==> config.mk <==
export PLATFORM = sky130hd
export DESIGN_NAME = base64_stream_decoder_core_flat
export DESIGN_NICKNAME = d
export VERILOG_FILES = /design/src/design/b64d_pkg.sv /design/src/design/b64d_if.sv /design/src/design/b64d_decode.sv /design/src/design/b64d_serializer.sv /design/src/design/base64_stream_decoder_core.sv /design/src/flat_wrapper.sv
export VERILOG_INCLUDE_DIRS = /design/src /design/src/design
export SDC_FILE = /design/constraint.sdc
export NUM_CORES = 1
export LEC_CHECK = 0
export ABC_AREA = 1
export BUFFER_PORTS_ARGS = -buffer_cell sky130_fd_sc_hd__clkbuf_2
export CAP_MARGIN = 20
export CORE_MARGIN = 3
export CORE_UTILIZATION = 55
export DETAILED_ROUTE_END_ITERATION = 6
export PLACE_DENSITY_LB_ADDON = 0.15
export RECOVER_POWER = 50
export SYNTH_ARGS = -nofsm -noshare
export SYNTH_HDL_FRONTEND = slang
export SYNTH_HIERARCHICAL = 1
export SYNTH_SLANG_ARGS = --single-unit
export TNS_END_PERCENT = 30
==> constraint.sdc <==
create_clock -name clk -period 4.9 [get_ports clk]
set_input_delay 0.735 -clock clk [delete_from_list [all_inputs] [get_ports clk]]
set_output_delay 0.735 -clock clk [all_outputs]
set_load 0.01 [all_outputs]
==> src/design/base64_stream_decoder_core_assert.svh <==
// Assertion macros for the base64 stream decoder.
// Included by the modules that carry concurrent checks; no other dependencies.
`ifndef BASE64_STREAM_DECODER_CORE_ASSERT_SVH
`define BASE64_STREAM_DECODER_CORE_ASSERT_SVH

`ifndef NO_ASSERTIONS
// Check a property on every clock edge outside reset
`define B64D_ASSERT(name, clk, rst, prop) \
  name: assert property (@(posedge clk) disable iff (rst) prop) \
    else $error("b64d check failed");
// Check a property on every clock edge, reset included
`define B64D_ASSERT_ALWAYS(name, clk, prop) \
  name: assert property (@(posedge clk) prop) \
    else $error("b64d check failed");
`else
`define B64D_ASSERT(name, clk, rst, prop)
`define B64D_ASSERT_ALWAYS(name, clk, prop)
`endif

`endif

==> src/design/b64d_pkg.sv <==
// Shared types, constants and the character classifier of the base64 decoder.
// No dependencies.
package b64d_pkg;

  localparam int unsigned CountMaxBits = 16;
  localparam int unsigned DefaultCountBits = 16;

  typedef enum logic [1:0] {
    CLS_SEXTET  = 2'd0,
    CLS_PAD     = 2'd1,
    CLS_INVALID = 2'd2
  } b64d_class_t;

  typedef enum logic [1:0] {
    KIND_BYTE  = 2'd0,
    KIND_OK    = 2'd1,
    KIND_ERROR = 2'd2
  } b64d_kind_t;

  typedef struct packed {
    logic [5:0]  value;
    b64d_class_t cls;
  } b64d_char_t;

  // Everything one text character causes, handed from decoder to serializer
  typedef struct packed {
    logic [1:0]      nbytes;
    logic [2:0][7:0] bytes;
    logic            has_end;
    logic            end_ok;
    logic [15:0]     end_count;
  } b64d_bundle_t;

  localparam logic [5:0] SextetPlus  = 6'h3e;
  localparam logic [5:0] SextetSlash = 6'h3f;

  // Map one text character to its 6-bit value and class
  function automatic b64d_char_t b64d_classify(input logic [7:0] ch);
    b64d_char_t r;
    r.value = 6'd0;
    r.cls   = CLS_SEXTET;
    if (ch inside {[8'h41:8'h5a]}) begin
      r.value = 6'(ch - 8'h41);
    end else if (ch inside {[8'h61:8'h7a]}) begin
      r.value = 6'(ch - 8'h61 + 8'd26);
    end else if (ch inside {[8'h30:8'h39]}) begin
      r.value = 6'(ch - 8'h30 + 8'd52);
    end else if (ch == 8'h2b) begin
      r.value = SextetPlus;
    end else if (ch == 8'h2f) begin
      r.value = SextetSlash;
    end else if (ch == 8'h3d) begin
      r.cls = CLS_PAD;
    end else begin
      r.cls = CLS_INVALID;
    end
    return r;
  endfunction

endpackage

==> src/design/b64d_if.sv <==
// Valid/ready channel interfaces for text characters in and results out.
// Depends on nothing.
interface b64d_in_if;
  logic       valid;
  logic       ready;
  logic [7:0] text_char;
  logic       final_char;

  modport source (output valid, output text_char, output final_char, input ready);
  modport sink (input valid, input text_char, input final_char, output ready);
endinterface

interface b64d_out_if;
  logic        valid;
  logic        ready;
  logic [1:0]  kind;
  logic [7:0]  data_byte;
  logic [15:0] byte_count;
  logic        run_end;

  modport source (output valid, output kind, output data_byte, output byte_count,
                  output run_end, input ready);
  modport sink (input valid, input kind, input data_byte, input byte_count,
                input run_end, output ready);
endinterface

==> src/design/b64d_decode.sv <==
// Quartet state and per-character decode: classifies the accepted character,
// updates the quartet/error/count state and forms the result bundle. Uses b64d_pkg.
module b64d_decode
  import b64d_pkg::*;
#(
  parameter int unsigned COUNT_BITS = DefaultCountBits
) (
  input  logic         clk,
  input  logic         rst,
  input  logic         accept,
  input  logic [7:0]   text_char,
  input  logic         final_char,
  output b64d_bundle_t bundle,
  output logic         has_results
);

  localparam int unsigned CntW = (COUNT_BITS < CountMaxBits) ? COUNT_BITS : CountMaxBits;
  localparam logic [CntW-1:0] CntLimit = {CntW{1'b1}};

  logic [1:0]        pos;
  logic              err;
  logic [CntW-1:0]   total;
  logic [2:0][5:0]   held_v;
  b64d_class_t [2:0] held_c;

  b64d_char_t        cur;
  logic [1:0]        nbytes;
  logic              err_next;
  logic [CntW:0]     sum;
  logic [CntW-1:0]   total_sat;
  logic [2:0][7:0]   bytes;

  // Classify and decide how many bytes this character releases
  always_comb begin
    cur      = b64d_classify(text_char);
    nbytes   = 2'd0;
    err_next = err;
    bytes[0] = {held_v[0], held_v[1][5:4]};
    bytes[1] = {held_v[1][3:0], held_v[2][5:2]};
    bytes[2] = {held_v[2][1:0], cur.value};
    if (pos != 2'd3) begin
      if (final_char) begin
        err_next = 1'b1;  // length not a multiple of four
      end
    end else if (!err) begin
      if (!final_char) begin
        if (held_c[0] == CLS_SEXTET && held_c[1] == CLS_SEXTET &&
            held_c[2] == CLS_SEXTET && cur.cls == CLS_SEXTET) begin
          nbytes = 2'd3;
        end else begin
          err_next = 1'b1;
        end
      end else if (held_c[0] != CLS_SEXTET || held_c[1] != CLS_SEXTET) begin
        err_next = 1'b1;
      end else if (held_c[2] == CLS_PAD) begin
        nbytes = 2'd1;
      end else if (held_c[2] == CLS_INVALID) begin
        err_next = 1'b1;
      end else if (cur.cls == CLS_PAD) begin
        nbytes = 2'd2;
      end else if (cur.cls == CLS_INVALID) begin
        err_next = 1'b1;
      end else begin
        nbytes = 2'd3;
      end
    end
  end

  // Saturating byte count
  always_comb begin
    sum       = {1'b0, total} + (CntW+1)'(nbytes);
    total_sat = (sum > {1'b0, CntLimit}) ? CntLimit : sum[CntW-1:0];
  end

  // Result bundle
  always_comb begin
    bundle.nbytes    = nbytes;
    bundle.bytes     = bytes;
    bundle.has_end   = final_char;
    bundle.end_ok    = !err_next;
    bundle.end_count = err_next ? 16'd0 : 16'(total_sat);
    has_results      = final_char || (nbytes != 2'd0);
  end

  // Control state
  always_ff @(posedge clk) begin
    if (rst) begin
      pos   <= 2'd0;
      err   <= 1'b0;
      total <= '0;
    end else if (accept) begin
      if (pos != 2'd3 && !final_char) begin
        pos <= pos + 2'd1;
      end else begin
        pos <= 2'd0;
      end
      if (final_char) begin
        err   <= 1'b0;
        total <= '0;
      end else begin
        err   <= err_next;
        total <= total_sat;
      end
    end
  end

  // Held characters of the current quartet
  always_ff @(posedge clk) begin
    if (accept && pos != 2'd3) begin
      held_v[pos] <= cur.value;
      held_c[pos] <= cur.cls;
    end
  end

endmodule

==> src/design/b64d_serializer.sv <==
// Result register, one-deep waiting register and output sequencer: hands out the bytes and
// end item of each bundle one request per cycle while out_ch is ready. Uses b64d_pkg and the assert macros.
`include "base64_stream_decoder_core_assert.svh"

module b64d_serializer
  import b64d_pkg::*;
(
  input  logic         clk,
  input  logic         rst,
  input  logic         in_valid,
  input  logic         in_has_results,
  input  b64d_bundle_t in_bundle,
  output logic         in_ready,
  b64d_out_if.source   out_ch
);

  logic         busy;
  logic [1:0]   idx;
  logic [2:0]   cnt;
  b64d_bundle_t bnd;
  logic         pend_full;
  b64d_bundle_t pend;

  logic         take;
  logic         last_one;
  logic         slot_free;
  logic         load;
  logic [2:0]   in_cnt;
  logic [2:0]   pend_cnt;

  // Handshake and sequencing; input only waits on a full waiting register
  always_comb begin
    take      = out_ch.valid && out_ch.ready;
    last_one  = ({1'b0, idx} == cnt - 3'd1);
    slot_free = !busy || (take && last_one);
    in_ready  = !pend_full;
    load      = in_valid && in_ready && in_has_results;
    in_cnt    = {1'b0, in_bundle.nbytes} + {2'b00, in_bundle.has_end};
    pend_cnt  = {1'b0, pend.nbytes} + {2'b00, pend.has_end};
  end

  always_ff @(posedge clk) begin
    if (rst) begin
      busy      <= 1'b0;
      idx       <= 2'd0;
      cnt       <= 3'd0;
      pend_full <= 1'b0;
    end else if (slot_free) begin
      idx <= 2'd0;
      if (pend_full) begin
        busy      <= 1'b1;
        cnt       <= pend_cnt;
        pend_full <= 1'b0;
      end else if (load) begin
        busy <= 1'b1;
        cnt  <= in_cnt;
      end else begin
        busy <= 1'b0;
      end
    end else begin
      if (take) begin
        idx <= idx + 2'd1;
      end
      if (load) begin
        pend_full <= 1'b1;
      end
    end
  end

  // Bundle storage: waiting bundle moves up first to keep order
  always_ff @(posedge clk) begin
    if (slot_free && pend_full) begin
      bnd <= pend;
    end else if (slot_free && load) begin
      bnd <= in_bundle;
    end
    if (!slot_free && load) begin
      pend <= in_bundle;
    end
  end

  // Present the current request
  always_comb begin
    out_ch.valid      = busy;
    out_ch.run_end    = last_one;
    out_ch.kind       = KIND_BYTE;
    out_ch.data_byte  = 8'd0;
    out_ch.byte_count = 16'd0;
    if (idx < bnd.nbytes) begin
      case (idx)
        2'd0:    out_ch.data_byte = bnd.bytes[0];
        2'd1:    out_ch.data_byte = bnd.bytes[1];
        default: out_ch.data_byte = bnd.bytes[2];
      endcase
    end else if (bnd.end_ok) begin
      out_ch.kind       = KIND_OK;
      out_ch.byte_count = bnd.end_count;
    end else begin
      out_ch.kind = KIND_ERROR;
    end
  end

  `B64D_ASSERT(a_idx_in_range, clk, rst, busy |-> (cnt != 3'd0 && {1'b0, idx} < cnt))
  `B64D_ASSERT(a_hold_on_stall, clk, rst, (busy && !out_ch.ready) |=> (busy && $stable(idx)))
  `B64D_ASSERT(a_new_bundle_at_start, clk, rst, (take && last_one) |=> (!busy || idx == 2'd0))
  `B64D_ASSERT(a_pend_needs_busy, clk, rst, pend_full |-> busy)
  `B64D_ASSERT_ALWAYS(a_quiet_in_reset, clk, $past(rst) |-> !busy)

endmodule

==> src/design/base64_stream_decoder_core.sv <==
// Channel   | Dir | Payload                                   | Per item
// in_ch     | in  | text_char[7:0], final_char                | one text character
// out_ch    | out | kind[1:0], data_byte[7:0], byte_count[15:0], run_end | 0 to 4 requests
//
// A character is decoded in the cycle it is accepted; its results go to the
// result register, or to a one-deep waiting register while that still drains.
// Requests leave one per cycle while out_ch.ready is high. in_ch.ready is low
// only while the waiting register is full, so characters are taken every cycle
// unless result-bearing characters arrive faster than out_ch drains their requests.
// rst is synchronous; it clears the quartet state, error flag, count and
// both result slots. A stall on out_ch holds the current request.
// Top level of the base64 stream decoder. Uses b64d_pkg, b64d_if,
// b64d_decode and b64d_serializer.
module base64_stream_decoder_core
  import b64d_pkg::*;
#(
  parameter int unsigned COUNT_BITS = DefaultCountBits
) (
  input logic        clk,
  input logic        rst,
  b64d_in_if.sink    in_ch,
  b64d_out_if.source out_ch
);

  b64d_bundle_t bundle;
  logic         has_results;
  logic         ready;
  logic         accept;

  assign in_ch.ready = ready;
  assign accept      = in_ch.valid && ready;

  // Character decode and quartet state
  b64d_decode #(
    .COUNT_BITS (COUNT_BITS)
  ) u_decode (
    .clk         (clk),
    .rst         (rst),
    .accept      (accept),
    .text_char   (in_ch.text_char),
    .final_char  (in_ch.final_char),
    .bundle      (bundle),
    .has_results (has_results)
  );

  // Result register and output sequencing
  b64d_serializer u_serializer (
    .clk            (clk),
    .rst            (rst),
    .in_valid       (in_ch.valid),
    .in_has_results (has_results),
    .in_bundle      (bundle),
    .in_ready       (ready),
    .out_ch         (out_ch)
  );

endmodule

==> src/flat_wrapper.sv <==
// flat-port wrapper written by rule: the top's interface ports become plain ports
module base64_stream_decoder_core_flat import b64d_pkg::*;
#(
  parameter int unsigned COUNT_BITS = DefaultCountBits
)
  (clk, rst, in_ch_valid, in_ch_text_char, in_ch_final_char, in_ch_ready, out_ch_valid, out_ch_kind, out_ch_data_byte, out_ch_byte_count, out_ch_run_end, out_ch_ready);
  b64d_in_if in_ch_i ();
  b64d_out_if out_ch_i ();
  input logic clk;
  input logic rst;
  input wire logic [$bits(in_ch_i.valid)-1:0] in_ch_valid;
  input wire logic [$bits(in_ch_i.text_char)-1:0] in_ch_text_char;
  input wire logic [$bits(in_ch_i.final_char)-1:0] in_ch_final_char;
  output wire logic [$bits(in_ch_i.ready)-1:0] in_ch_ready;
  output wire logic [$bits(out_ch_i.valid)-1:0] out_ch_valid;
  output wire logic [$bits(out_ch_i.kind)-1:0] out_ch_kind;
  output wire logic [$bits(out_ch_i.data_byte)-1:0] out_ch_data_byte;
  output wire logic [$bits(out_ch_i.byte_count)-1:0] out_ch_byte_count;
  output wire logic [$bits(out_ch_i.run_end)-1:0] out_ch_run_end;
  input wire logic [$bits(out_ch_i.ready)-1:0] out_ch_ready;
  assign in_ch_i.valid = in_ch_valid;
  assign in_ch_i.text_char = in_ch_text_char;
  assign in_ch_i.final_char = in_ch_final_char;
  assign in_ch_ready = in_ch_i.ready;
  assign out_ch_valid = out_ch_i.valid;
  assign out_ch_kind = out_ch_i.kind;
  assign out_ch_data_byte = out_ch_i.data_byte;
  assign out_ch_byte_count = out_ch_i.byte_count;
  assign out_ch_run_end = out_ch_i.run_end;
  assign out_ch_i.ready = out_ch_ready;
  base64_stream_decoder_core #(.COUNT_BITS(COUNT_BITS)) u_core (.clk(clk), .rst(rst), .in_ch(in_ch_i), .out_ch(out_ch_i));
endmodule
==> Yosys cells after proc, flatten, opt, wreduce, memory -nomap -nowiden <==
Cells that the tools add are included.
{ "totals": {"n_memories": 0, "ramBits": 0, "output_inout_bits": 29, "reg_bits": 137, "romBits": 0, "latch_bits": 0} }
{ "classes": {"bitwise": 0, "shifts": 0, "div_mod_pow": 0, "n_reduce_logical": 36, "muxes": 53, "n_mul": 0, "order_cmp": 10, "add_sub_neg": 11, "eq_ne": 10} }
{ "ops": {"columns": ["cell", "n"], "rows": [
  ["44-bit 2-to-1 mux", 2],
  ["16-bit 2-to-1 mux", 5],
  ["2-bit 2-to-1 mux", 19],
  ["6-bit 2-to-1 mux", 6],
  ["8-bit by 6-bit equality test with 1-bit output (second input constant)", 3],
  ["18-bit bitwise mux", 1],
  ["16-bit by 2-bit adder with 17-bit output", 1],
  ["17-bit by 16-bit > comparator with 1-bit output (second input constant)", 1],
  ["8-bit by 7-bit >= comparator with 1-bit output (second input constant)", 2],
  ["8-bit by 7-bit less-or-equal comparator with 1-bit output (second input constant)", 2],
  ["1-bit logical AND", 16],
  ["8-bit case mux with 2 select lines", 1],
  ["1-bit 2-to-1 mux", 13],
  ["6-bit demux with 2-bit select", 1],
  ["6-bit subtractor (second input constant)", 2],
  ["2-bit zero test", 5],
  ["2-bit nonzero test", 5],
  ["8-bit by 6-bit >= comparator with 1-bit output (second input constant)", 1],
  ["8-bit by 6-bit less-or-equal comparator with 1-bit output (second input constant)", 1],
  ["8-bit 2-to-1 mux", 1],
  ["2-bit by 1-bit adder with 3-bit output", 2],
  ["6-bit by 5-bit adder with 6-bit output (second input constant)", 1],
  ["6-bit adder (second input constant)", 1],
  ["6-bit bitwise mux", 1],
  ["other kinds (16)", 27]
]} }

==> Longest topological paths before layout <==
Gate-level depths: netlist of run 1.
{ "logic_depth": {"ltp_word": 22, "ltp_mapped": 30} }

==> Hierarchy <==
The synthesis of run 1 kept the hierarchy.
{ "modules_own_cells": {"columns": ["module", "seq_area_each_um2", "instances", "area_each_um2", "cells_per_inst"], "rows": [
  ["b64d_serializer", 2752.6, 1, 4425.5, 372],
  ["b64d_decode", 1101.1, 1, 2970.3, 405],
  ["base64_stream_decoder_core", 0.0, 1, 7.5, 2]
]} }

==> Worst setup path before layout of run 1 <==
No wires, ideal clock.
{ "synth_path": {"path_type": "input-to-reg", "startpoint": "input port in_ch_text_char[2]", "endpoint": "register u_core/u_serializer/pend[0] (netlist name), enable pin", "arrival_ns": 4.543, "setup_slack_ns": -0.088, "stages": 17, "n_path_buf": 1, "path_cell_list": "clkbuf_1 > inv_1 > ha_1 > a21oi_1 > o21ai_0 > a21oi_2 > inv_1 > nand3_1 > ha_1 > nand2_1 > nor2_1 > nand2_2 > nand2_1 > nand3_1 > nand2_1 > nand3_1 > nor2_1"} }
{ "synth_between": {"elab_chain_cells": 20, "elab_cells_between_ends": 35} }
{ "synth_lines": {"columns": ["element", "line", "text"], "rows": [
  ["start, declared", "flat_wrapper.sv:12", "input wire logic [$bits(in_ch_i.text_char)-1:0] in_ch_text_char;"],
  ["8-bit by 6-bit equality test with 1-bit output", "b64d_pkg.sv:52", "end else if (ch == 8'h3d) begin"],
  ["2-bit 2-to-1 mux", "b64d_pkg.sv:52", null],
  ["2-bit 2-to-1 mux", "b64d_pkg.sv:50", "end else if (ch == 8'h2f) begin"],
  ["2-bit 2-to-1 mux", "b64d_pkg.sv:48", "end else if (ch == 8'h2b) begin"],
  ["2-bit 2-to-1 mux", "b64d_pkg.sv:46", "end else if (ch inside {[8'h30:8'h39]}) begin"],
  ["2-bit 2-to-1 mux", "b64d_pkg.sv:44", "end else if (ch inside {[8'h61:8'h7a]}) begin"],
  ["2-bit 2-to-1 mux (*)", "b64d_pkg.sv:42", "if (ch inside {[8'h41:8'h5a]}) begin"],
  ["2-bit equality test", "b64d_decode.sv:61", "end else if (cur.cls == CLS_INVALID) begin"],
  ["[5 not listed]", null, null],
  ["2-bit 2-to-1 mux (*)", "b64d_decode.sv:46", "if (!final_char) begin"],
  ["2-bit 2-to-1 mux (*)", "b64d_decode.sv:45", "end else if (!err) begin"],
  ["2-bit 2-to-1 mux (*)", "b64d_decode.sv:41", "if (pos != 2'd3) begin"],
  ["2-bit nonzero test (*)", "b64d_decode.sv:82", "has_results = final_char || (nbytes != 2'd0);"],
  ["1-bit logical OR (*)", "b64d_decode.sv:82", null],
  ["net u_core.has_results", "base64_stream_decoder_core.sv:26", "logic has_results;"],
  ["1-bit logical AND (*)", "b64d_serializer.sv:37", "load = in_valid && in_ready && in_has_results;"],
  ["1-bit logical AND (*)", "b64d_serializer.sv:77", "if (!slot_free && load) begin"],
  ["end signal, assigned", "b64d_serializer.sv:78", "pend <= in_bundle;"],
  ["end, declared", "b64d_serializer.sv:22", "b64d_bundle_t pend;"]
]} }
The timed path passes the listed nets; every way through them passes the cells marked *.
A chain may end at the register's enable or synchronous reset.

==> qor.csv, run 1 <==
metric;value;unit
status;finished with violations;
failing checks;max-capacitance violations, max-slew violations;
Sw Share;23.4;%
LEAKAGE;3.23;nW
total track usage;21.6;%
TritonCTS clock tree;done;
CP max stage cell;a21oi_1;
Slew HR;-63.8;%
aggregate negative setup slack;0;ns
register area share after synthesis;52.1;%
WP data required;5.17;ns
pre-CTS WS;0.189;ns
most used cell, CP;inv_1;
P_int;0.00206;W
Comb pwr share;8.0;%
routed len/inst;14.8;µm
CTS Hold Bufs;0;
RD Place Congestion;0.964;
Die Wd;122;µm
Final Util;62.1;%
core area;12900;µm²
crit start category;input pin;
postcts setup bufs;0;
# nets final;851;
P&R area growth vs syn;8.03;%
Setup Viol. Count Final;0;
register bit count reported by yosys;137;
TritonCTS Sinks;137;
via count;5207;
Clock Skews;0.00775;ns
clock buffer count from CTS;17;
post-CTS resize count;0;
crit-path leading delay family;simple AND/OR/NAND/NOR gates;
cell area power density;336;nW/µm²
distinct cell type count after synthesis;41;
initial core utilization;57.5;%
vias per cell;5.22;
post-route setup slack;0.403;ns
crit path max fanout;15;
first-pass GRT wire length;25.1;mm
Peak supply drop;0.232;mV
worst-margin pin slew;2.46;ns
ant diodes;0;
Skew-Pair Late Insertion Delay;0.41;ns
initial DRC count;497;
HPWL Detailed;10.4;mm
Post-DP Area;7630;µm²
vias in the first global route;5039;
switching power;0.000630;W
clk slew on worst S/H paths;0.06;ns
Die Y;122;µm
Ports;42;
drt pass-1 iters;5;
Mapped Cells;779;
Final Cycle Share;91.8;%
die area;14900;µm²
critical-path cell list;clkbuf_2, inv_1, ha_1, nand2_1, inv_1, o21ai_0, inv_1, nor2_1, nand3_1, ha_1, nand2_1, nand3_1, a21oi_1, ha_1, fa_1, nand2_2, nor2_4, nand4_4, o21ai_0, inv_1, nor2_2, nand2_4, nand2_2;
cell row count;41;
largest net degree at the start of global routing;53;
Fmax;222;MHz
Hold Path Class;reg2reg;
Worst EP arrival;4.77;ns
Period minus WS final;4.50;ns
Final ANT Viol Nets;0;
Max-Cap Viols;1;
Avg Inst Size Synth;9.50;µm²
Final Hold Fails;0;
DRC viols;0;
Max Root-Sink Buffers;2;
Final Max Tran Viols;49;
antenna violations before repair;0;
clock power share;42.6;%
Yosys warnings;6;
Critical Path Max Stage Delay;0.39;ns
Buf+Inv Stages, Crit Path;5;
H-tree depth;4;
synthesized area;7400;µm²
RSZ-0062 raised after global routing;no;
CTS Root Cell;clkbuf_16;
register share of total power;49.4;%
gr ovfl total;0;
Crit. End Element;register;
share of layout cells above drive strength 1;15.3;%
total routed wirelength;14.8;mm
Post-Syn Nets;818;
count of input and output buffers;41;
critical path class;in2reg;
Layout Cell Area excl Fill;8000;µm²
layout make-up:
| cell class | count | area [µm²] |
|---|---|---|
| Clock inverter | 14 | 109 |
| Timing Repair Buffer | 51 | 238 |
| Clock buffer | 18 | 429 |
| Fill cell | 1107 | 4880 |
| Tap cell | 172 | 215 |
| Inverter | 75 | 282 |
| Sequential cell | 137 | 3850 |
| Multi-Input combinational cell | 530 | 2870 |
kinds of logic after synthesis:
logic type / synth area share [%]
compound gates: 4.17
xor+xnor: 1.76
fa+ha+maj: 4.50
buf+inv: 7.47
flops: 52.1
mux: 0.406
simple gates: 29.6
final timing paths:
kind / end / slack [ns] / from / depth (start not counted)
max: u_core/u_serializer/bnd[2]$_DFFE_PP_ / 0.40 / in_ch_text_char[2] / 23
min: u_core/u_serializer/pend[30]$_DFFE_PP_ / 0.45 / u_core/u_decode/bundle[30]$_DFFE_PP_ / 0
max reg2reg: u_core/u_decode/bundle[21]$_DFFE_PP_ / 0.79 / u_core/u_serializer/pend_full$_SDFFE_PP0P_ / 8
min reg2reg: u_core/u_serializer/pend[30]$_DFFE_PP_ / 0.45 / u_core/u_decode/bundle[30]$_DFFE_PP_ / 0
sequential cells by signal, indices dropped and copies added (netlist names):
name / cells
u_core/u_serializer/pend: 44
u_core/u_serializer/bnd: 43
u_core/u_decode/bundle: 18
u_core/u_decode/total: 16
u_core/u_decode/held_c: 6
u_core/u_serializer/cnt: 3
u_core/u_decode/pos: 2
u_core/u_serializer/idx: 2
u_core/u_decode/err: 1
u_core/u_serializer/out_ch.valid: 1
u_core/u_serializer/pend_full: 1
metal layers:
metal | part of all wire (%) | global-route usage (%) | routed length [µm] | vias to the layer above
met5 | 0 | 0 | 0 | -
met4 | 0.90 | 5.95 | 133 | 0
met3 | 5.4 | 5.06 | 793 | 13
met2 | 44 | 31.7 | 6500 | 142
met1 | 50 | 32.1 | 7350 | 2430
li1 | - | - | - | 2622
power groups by stage:
stage          clock (W)  sequential [W]  combinational, W
2_1_floorplan          0         0.00135          0.000175
3_3_place_gp           0         0.00135          0.000222
3_5_place_dp           0         0.00136          0.000226
4_1_cts          0.00117         0.00133          0.000227
5_1_grt          0.00122         0.00133          0.000243
6_report         0.00115         0.00133          0.000215
cells in the mapped netlist:
| library cell | number | share of area, % |
|---|---|---|
| o21bai_1 | 1 | 0.10 |
| o21ai_1 | 2 | 0.14 |
| nand3_2 | 1 | 0.14 |
| buf_6 | 4 | 0.61 |
| inv_2 | 4 | 0.20 |
| o21ai_0 | 11 | 0.74 |
| nand3b_1 | 3 | 0.30 |
| nand2_2 | 35 | 3.0 |
| and2_2 | 3 | 0.30 |
| ha_1 | 25 | 4.2 |
| nand4_1 | 3 | 0.25 |
| nand4_4 | 2 | 0.57 |
| a21oi_1 | 33 | 2.2 |
| or2_2 | 2 | 0.17 |
| buf_1 | 2 | 0.10 |
| nor2_4 | 2 | 0.30 |
| and3_1 | 1 | 0.085 |
| nor3b_4 | 1 | 0.25 |
| dfxtp_1 | 26 | 7.0 |
| clkbuf_4 | 2 | 0.20 |
| clkbuf_1 | 7 | 0.35 |
| nor2_1 | 55 | 2.8 |
| clkbuf_2 | 1 | 0.068 |
| nand2_4 | 31 | 4.7 |
| nor3_1 | 5 | 0.34 |
| nand2_8 | 1 | 0.27 |
| edfxtp_1 | 111 | 45 |
| o22ai_1 | 1 | 0.085 |
| xnor2_2 | 1 | 0.22 |
| inv_1 | 71 | 3.6 |
| nor2_2 | 12 | 1.0 |
| fa_1 | 1 | 0.27 |
| buf_12 | 3 | 0.81 |
| a31oi_1 | 9 | 0.76 |
| nand3_1 | 82 | 5.5 |
| mux2i_1 | 3 | 0.41 |
| buf_4 | 9 | 0.91 |
| xor2_1 | 13 | 1.5 |
| nand2_1 | 190 | 9.6 |
| a21oi_2 | 1 | 0.12 |
| buf_2 | 9 | 0.61 |
placed cells by master (no fill, tap or decap), types with 4 or more instances in the layout:
| master | synthesis | layout |
|---|---|---|
| a21oi_1 | 33 | 33 |
| a31oi_1 | 9 | 9 |
| buf_4 | 9 | 8 |
| clkbuf_1 | 7 | 31 |
| clkbuf_16 | 0 | 17 |
| clkbuf_2 | 1 | 13 |
| clkinv_1 | 0 | 4 |
| dfxtp_1 | 26 | 26 |
| edfxtp_1 | 111 | 111 |
| ha_1 | 25 | 25 |
| inv_1 | 71 | 72 |
| nand2_1 | 190 | 206 |
| nand2_2 | 35 | 34 |
| nand2_4 | 31 | 16 |
| nand3_1 | 82 | 82 |
| nand4_1 | 3 | 4 |
| nor2_1 | 55 | 55 |
| nor2_2 | 12 | 11 |
| nor3_1 | 5 | 5 |
| o21ai_0 | 11 | 12 |
| xor2_1 | 13 | 13 |
through the flow:
| step | hold WS, ns | std cells | power [W] |
|---|---|---|---|
| floorplan | 0.427 | 779 | 0.00153 |
| detailed placement | 0.444 | 964 | 0.00158 |
| finish | 0.449 | 997 | 0.00269 |
| global route | 0.460 | 997 | 0.00280 |
| global placement | 0.431 | 964 | 0.00158 |
| CTS | 0.457 | 996 | 0.00273 |
Note: power is estimated with default switching activity, not from simulation.
==> run 2, diff against run 1 <==
clock period = 3.7 ns   (was 4.9 ns; I/O delays follow)
==> qor.csv, run 2 (synthesis results as in run 1) <==
metric;value;unit
status;complete, no violations;
Ports;42;
total routed wirelength;15.6;mm
Buf+Inv Stages, Crit Path;4;
Critical Path Max Stage Delay;0.24;ns
final non-filler cell total;1052;
gr ovfl total;0;
core area;12900;µm²
DRC viols;0;
crit start category;input pin;
FF-to-FF setup slack;0.77;ns
ant diodes;0;
Final Cycle Share;96.9;%
routed len/inst;14.8;µm
Period minus WS final;3.59;ns
die area;14900;µm²
RR Endpoint;u_core/u_serializer/bnd[8]$_DFFE_PP_;
total track usage;21.3;%
crit path launch;in_ch_text_char[3];
Final Hold Fails;0;
Max Root-Sink Buffers;2;
Most flops, register;u_core/u_serializer/pend;
via count;5445;
CP max stage cell;nor2_4;
drt pass-1 iters;5;
reg2reg path depth;17;
Post-Place Cells;1009;
TritonCTS Sinks;137;
crit-path leading delay family;simple AND/OR/NAND/NOR gates;
vias per cell;5.18;
critical path depth;27;
Setup Viol. Count Final;0;
HPWL Detailed;10.7;mm
TritonCTS clock tree;done;
Min Hold Slack;0.450;ns
antenna violations before repair;0;
RR Startpoint;u_core/u_decode/held_c[1]$_DFFE_PP_;
initial DRC count;541;
Die Wd;122;µm
Final ANT Viol Nets;0;
LEAKAGE;3.67;nW
H-tree depth;4;
P&R area growth vs syn;18.6;%
count of input and output buffers;41;
Slew HR;44.8;%
critical path class;in2reg;
clk slew on worst S/H paths;0.05;ns
crit path capture;u_core/u_serializer/bnd[8]$_DFFE_PP_;
commonest non-fill, non-tap cells in the layout;180 x nand2_1, 111 x edfxtp_1, 76 x nand3_1, 65 x inv_1, 61 x buf_4;
Final Max Tran Viols;0;
worst-margin pin slew;0.825;ns
Skew-Pair Late Insertion Delay;0.42;ns
cell row count;41;
cell area power density;431;nW/µm²
# nets final;906;
Fmax;279;MHz
vias in the first global route;5042;
crit path max fanout;7;
Peak supply drop;0.357;mV
Clock Skews;0.00741;ns
Crit. End Element;register;
Largest register FFs;44;
CTS Root Cell;clkbuf_16;
commonest non-fill, non-tap cell in the layout;nand2_1;
Worst EP arrival;3.86;ns
WP data required;3.98;ns
aggregate negative setup slack;0;ns
Die Y;122;µm
# fillers;978;
largest net degree at the start of global routing;53;
most used cell, CP;nand2_2;
clock buffer count from CTS;17;
initial core utilization;57.5;%
Hold Path Class;reg2reg;
share of layout cells above drive strength 1;29.1;%
Max-Cap Viols;0;
first-pass GRT wire length;24.8;mm
RD Place Congestion;0.895;
[run 2: cell count changes in the layout (fill, tap and decap cells not counted), sizes merged]
cell | before | now
nand4 | 5 | 6
buf | 8 | 64
clkinvlp | 3 | 0
clkinv | 10 | 8
bufinv | 1 | 4
[run 2: worst min-delay path by stage]
stage | slack (ns) | from | depth (start not counted) | to
floorplan | 0.43 | u_core/u_decode/bundle[33]$_DFFE_PP_ | 0 | u_core/u_serializer/pend[33]$_DFFE_PP_
global placement | 0.44 | u_core/u_decode/bundle[40]$_DFFE_PP_ | 0 | u_core/u_serializer/pend[40]$_DFFE_PP_
detailed placement | 0.44 | u_core/u_decode/bundle[40]$_DFFE_PP_ | 0 | u_core/u_serializer/pend[40]$_DFFE_PP_
CTS | 0.43 | in_ch_final_char | 1 | u_core/u_serializer/pend[17]$_DFFE_PP_
global route | 0.46 | u_core/u_decode/bundle[41]$_DFFE_PP_ | 0 | u_core/u_serializer/pend[41]$_DFFE_PP_
finish | 0.45 | u_core/u_decode/bundle[41]$_DFFE_PP_ | 0 | u_core/u_serializer/pend[41]$_DFFE_PP_
[run 2: cell type report]
class | count | area (µm²) | share of cell area, %
multi-input combinational | 531 | 3140 | 35.8
inverter | 75 | 284 | 3.23
timing repair buffer | 105 | 694 | 7.91
sequential | 137 | 3850 | 43.9
clock inverter | 12 | 155 | 1.77
clock buffer | 20 | 437 | 4.97
tap | 172 | 215 | 2.45
[run 2: what timing repair did]
item                       in CTS  in global routing
gates resized for setup         0                 46
setup buffers                   0                 10
setup endpoints to repair       0                 48
hold buffers                    0                  0
[run 2: worst register-to-register path: stages, from the launching register on]
cell and delay (ns):
edfxtp_1 0.36, nor2_1 0.11, nor3b_4 0.27, nand2_2 0.10
nand2_2 0.08, nand3_2 0.10, a21oi_2 0.17, ha_2 0.23
fa_2 0.22, nand2_2 0.08, nor2_4 0.24, buf_6 0.15
nand4_4 0.19, nand2_2 0.16, inv_1 0.07, nor2_4 0.11
nand2_4 0.06, nand2_2 0.09
[run 2: per-stage QoR]
stage                     util, %  power, W  worst slack (ns)  area, µm²
after floorplan                 -   0.00202            -0.362       7410
after global placement       62.0   0.00211            -0.249       7980
after detailed placement     62.0   0.00212            -0.382       7980
after CTS                    66.6   0.00381            0.0445       8570
after global routing         68.2   0.00393           -0.0871       8780
final                        68.2   0.00378             0.114       8780
[run 2: routing by layer]
metal  vias up  wire [µm]  GRT usage, %
met1      2550       7560          32.0
met5         -          0             0
met4         0        171          6.86
met3        14        755          4.18
met2       147       7070          31.3
li1       2734          -             -
[run 2: report_power, final]
part	total [W]	leakage, nW	internal, W	switching (W)
registers	0.00177	1.28	0.00174	0.0000291
clock network	0.00169	0.291	0.00111	0.000575
logic	0.000330	2.09	0.000113	0.000217
==> run 3, diff against run 2 <==
MAX_ROUTING_LAYER = met4   (was not set)
PLACE_DENSITY_LB_ADDON = 0.05   (was 0.15)
==> qor.csv, run 3 (synthesis results as in run 1) <==
metric;value;unit
Final ANT Viol Nets;0;
vias per cell;5.14;
vias in the first global route;5201;
switching power;0.000868;W
Final Cycle Share;96.9;%
critical path class;in2reg;
H-tree depth;4;
clock power share;45.3;%
cell area power density;430;nW/µm²
cell row count;41;
initial core utilization;57.5;%
Ports;42;
largest net degree at the start of global routing;48;
clock buffer count from CTS;17;
Final Hold Fails;0;
Hold Path Class;in2reg;
Slew HR;45.7;%
Most flops, register;u_core/u_serializer/pend;
Sw Share;22.6;%
Die Wd;122;µm
die area;14900;µm²
metal3 WL;888;µm
routed len/inst;14.8;µm
Comb pwr share;8.9;%
commonest non-fill, non-tap cell in the layout;nand2_1;
aggregate negative setup slack;0;ns
share of layout cells above drive strength 1;31.5;%
via count;5452;
Layout Cell Area excl Fill;8940;µm²
Max-Cap Viols;0;
Fmax;279;MHz
DRC viols;0;
crit start category;input pin;
commonest non-fill, non-tap cells in the layout;178 x nand2_1, 111 x edfxtp_1, 75 x nand3_1, 70 x buf_4, 61 x inv_1;
# nets final;914;
clk slew on worst S/H paths;0.06;ns
Post-Place Cells;1015;
P&R area growth vs syn;20.8;%
# fillers;1016;
total track usage;22.6;%
CTS Root Cell;clkbuf_16;
Setup Viol. Count Final;0;
first-pass GRT wire length;25.3;mm
M1 WL;7.64;mm
ant diodes;0;
LEAKAGE;3.73;nW
TritonCTS clock tree;done;
final non-filler cell total;1060;
core area;12900;µm²
status;complete, no violations;
WP data required;3.88;ns
total routed wirelength;15.7;mm
worst-margin pin slew;0.812;ns
Crit. End Element;register;
HPWL Detailed;10.7;mm
RD Place Congestion;0.860;
Die Y;122;µm
P_int;0.00298;W
Worst EP arrival;3.76;ns
Largest register FFs;44;
CTS Hold Bufs;0;
met2 WL;6.95;mm
count of input and output buffers;41;
Clock Skews;0.00874;ns
Peak supply drop;0.251;mV
Skew-Pair Late Insertion Delay;0.42;ns
antenna violations before repair;0;
register share of total power;45.9;%
Post-DP Area;8040;µm²
drt pass-1 iters;5;
gr ovfl total;0;
Max Root-Sink Buffers;2;
Final Max Tran Viols;0;
crit path max fanout;7;
Period minus WS final;3.59;ns
uppermost routed layer;met4;
initial DRC count;444;
TritonCTS Sinks;137;
[run 3: metrics by stage]
step	hold WS [ns]	util (%)	power (W)	worst slack, ns
2_1_floorplan	0.427	-	0.00202	-0.362
5_1_grt	0.437	69.5	0.00399	-0.0849
3_3_place_gp	0.438	62.4	0.00212	-0.321
3_5_place_dp	0.448	62.4	0.00213	-0.408
6_report	0.434	69.5	0.00385	0.114
4_1_cts	0.439	67.2	0.00387	0.00832
[run 3: layer usage]
layer  GRT usage, %  vias up
li1               -     2753
met1           32.2     2526
met2           32.7      151
met3           5.48       22
met4           6.16        0
met5              -        -
[run 3: cell type report]
class / instances / area (µm²) / area share, %
Multi-Input combinational cell: 531 / 3200 / 35.7
Inverter: 75 / 284 / 3.18
Timing Repair Buffer: 113 / 782 / 8.74
Tap cell: 172 / 215 / 2.41
Sequential cell: 137 / 3850 / 43.1
Clock buffer: 20 / 437 / 4.88
Clock inverter: 12 / 175 / 1.96
[run 3: final timing paths]
kind,start,to,slack [ns],depth (start not counted)
worst max-delay path,in_ch_text_char[2],u_core/u_serializer/bnd[12]$_DFFE_PP_,0.11,26
worst min-delay path,out_ch_ready,u_core/u_serializer/idx[1]$_SDFFE_PP0P_,0.43,3
worst max register to register,u_core/u_decode/held_c[1]$_DFFE_PP_,u_core/u_serializer/bnd[12]$_DFFE_PP_,0.82,18
worst min register to register,u_core/u_decode/bundle[33]$_DFFE_PP_,u_core/u_serializer/pend[33]$_DFFE_PP_,0.46,0
[run 3: worst max-delay path, cell delays in order]
cell	delay [ns]
buf_4	0.13
ha_1	0.23
buf_4	0.16
a21oi_1	0.16
o21ai_1	0.10
buf_4	0.17
nand2_2	0.09
ha_4	0.13
nand2_1	0.06
nor2_2	0.11
nand2_2	0.07
nand2_2	0.07
nand3_2	0.09
a21oi_2	0.16
ha_2	0.22
fa_2	0.22
nand2_2	0.08
nor2_4	0.20
buf_4	0.15
nand2_1	0.06
nor2_1	0.10
nand3b_1	0.11
nand2_1	0.12
nor2_2	0.06
nand2_4	0.08
nand2_2	0.06
[run 3: power groups by stage]
stage,Clock (W),Sequential (W),Combinational [W]
6_report,0.00174,0.00176,0.000342
5_1_grt,0.00184,0.00177,0.000380
4_1_cts,0.00177,0.00176,0.000332
3_5_place_dp,0,0.00180,0.000331
3_3_place_gp,0,0.00179,0.000325
2_1_floorplan,0,0.00179,0.000233
[run 3: timing repair]
action                     CTS  global route
buffers inserted             0            12
setup endpoints to repair    0            47
resized for setup            0            63
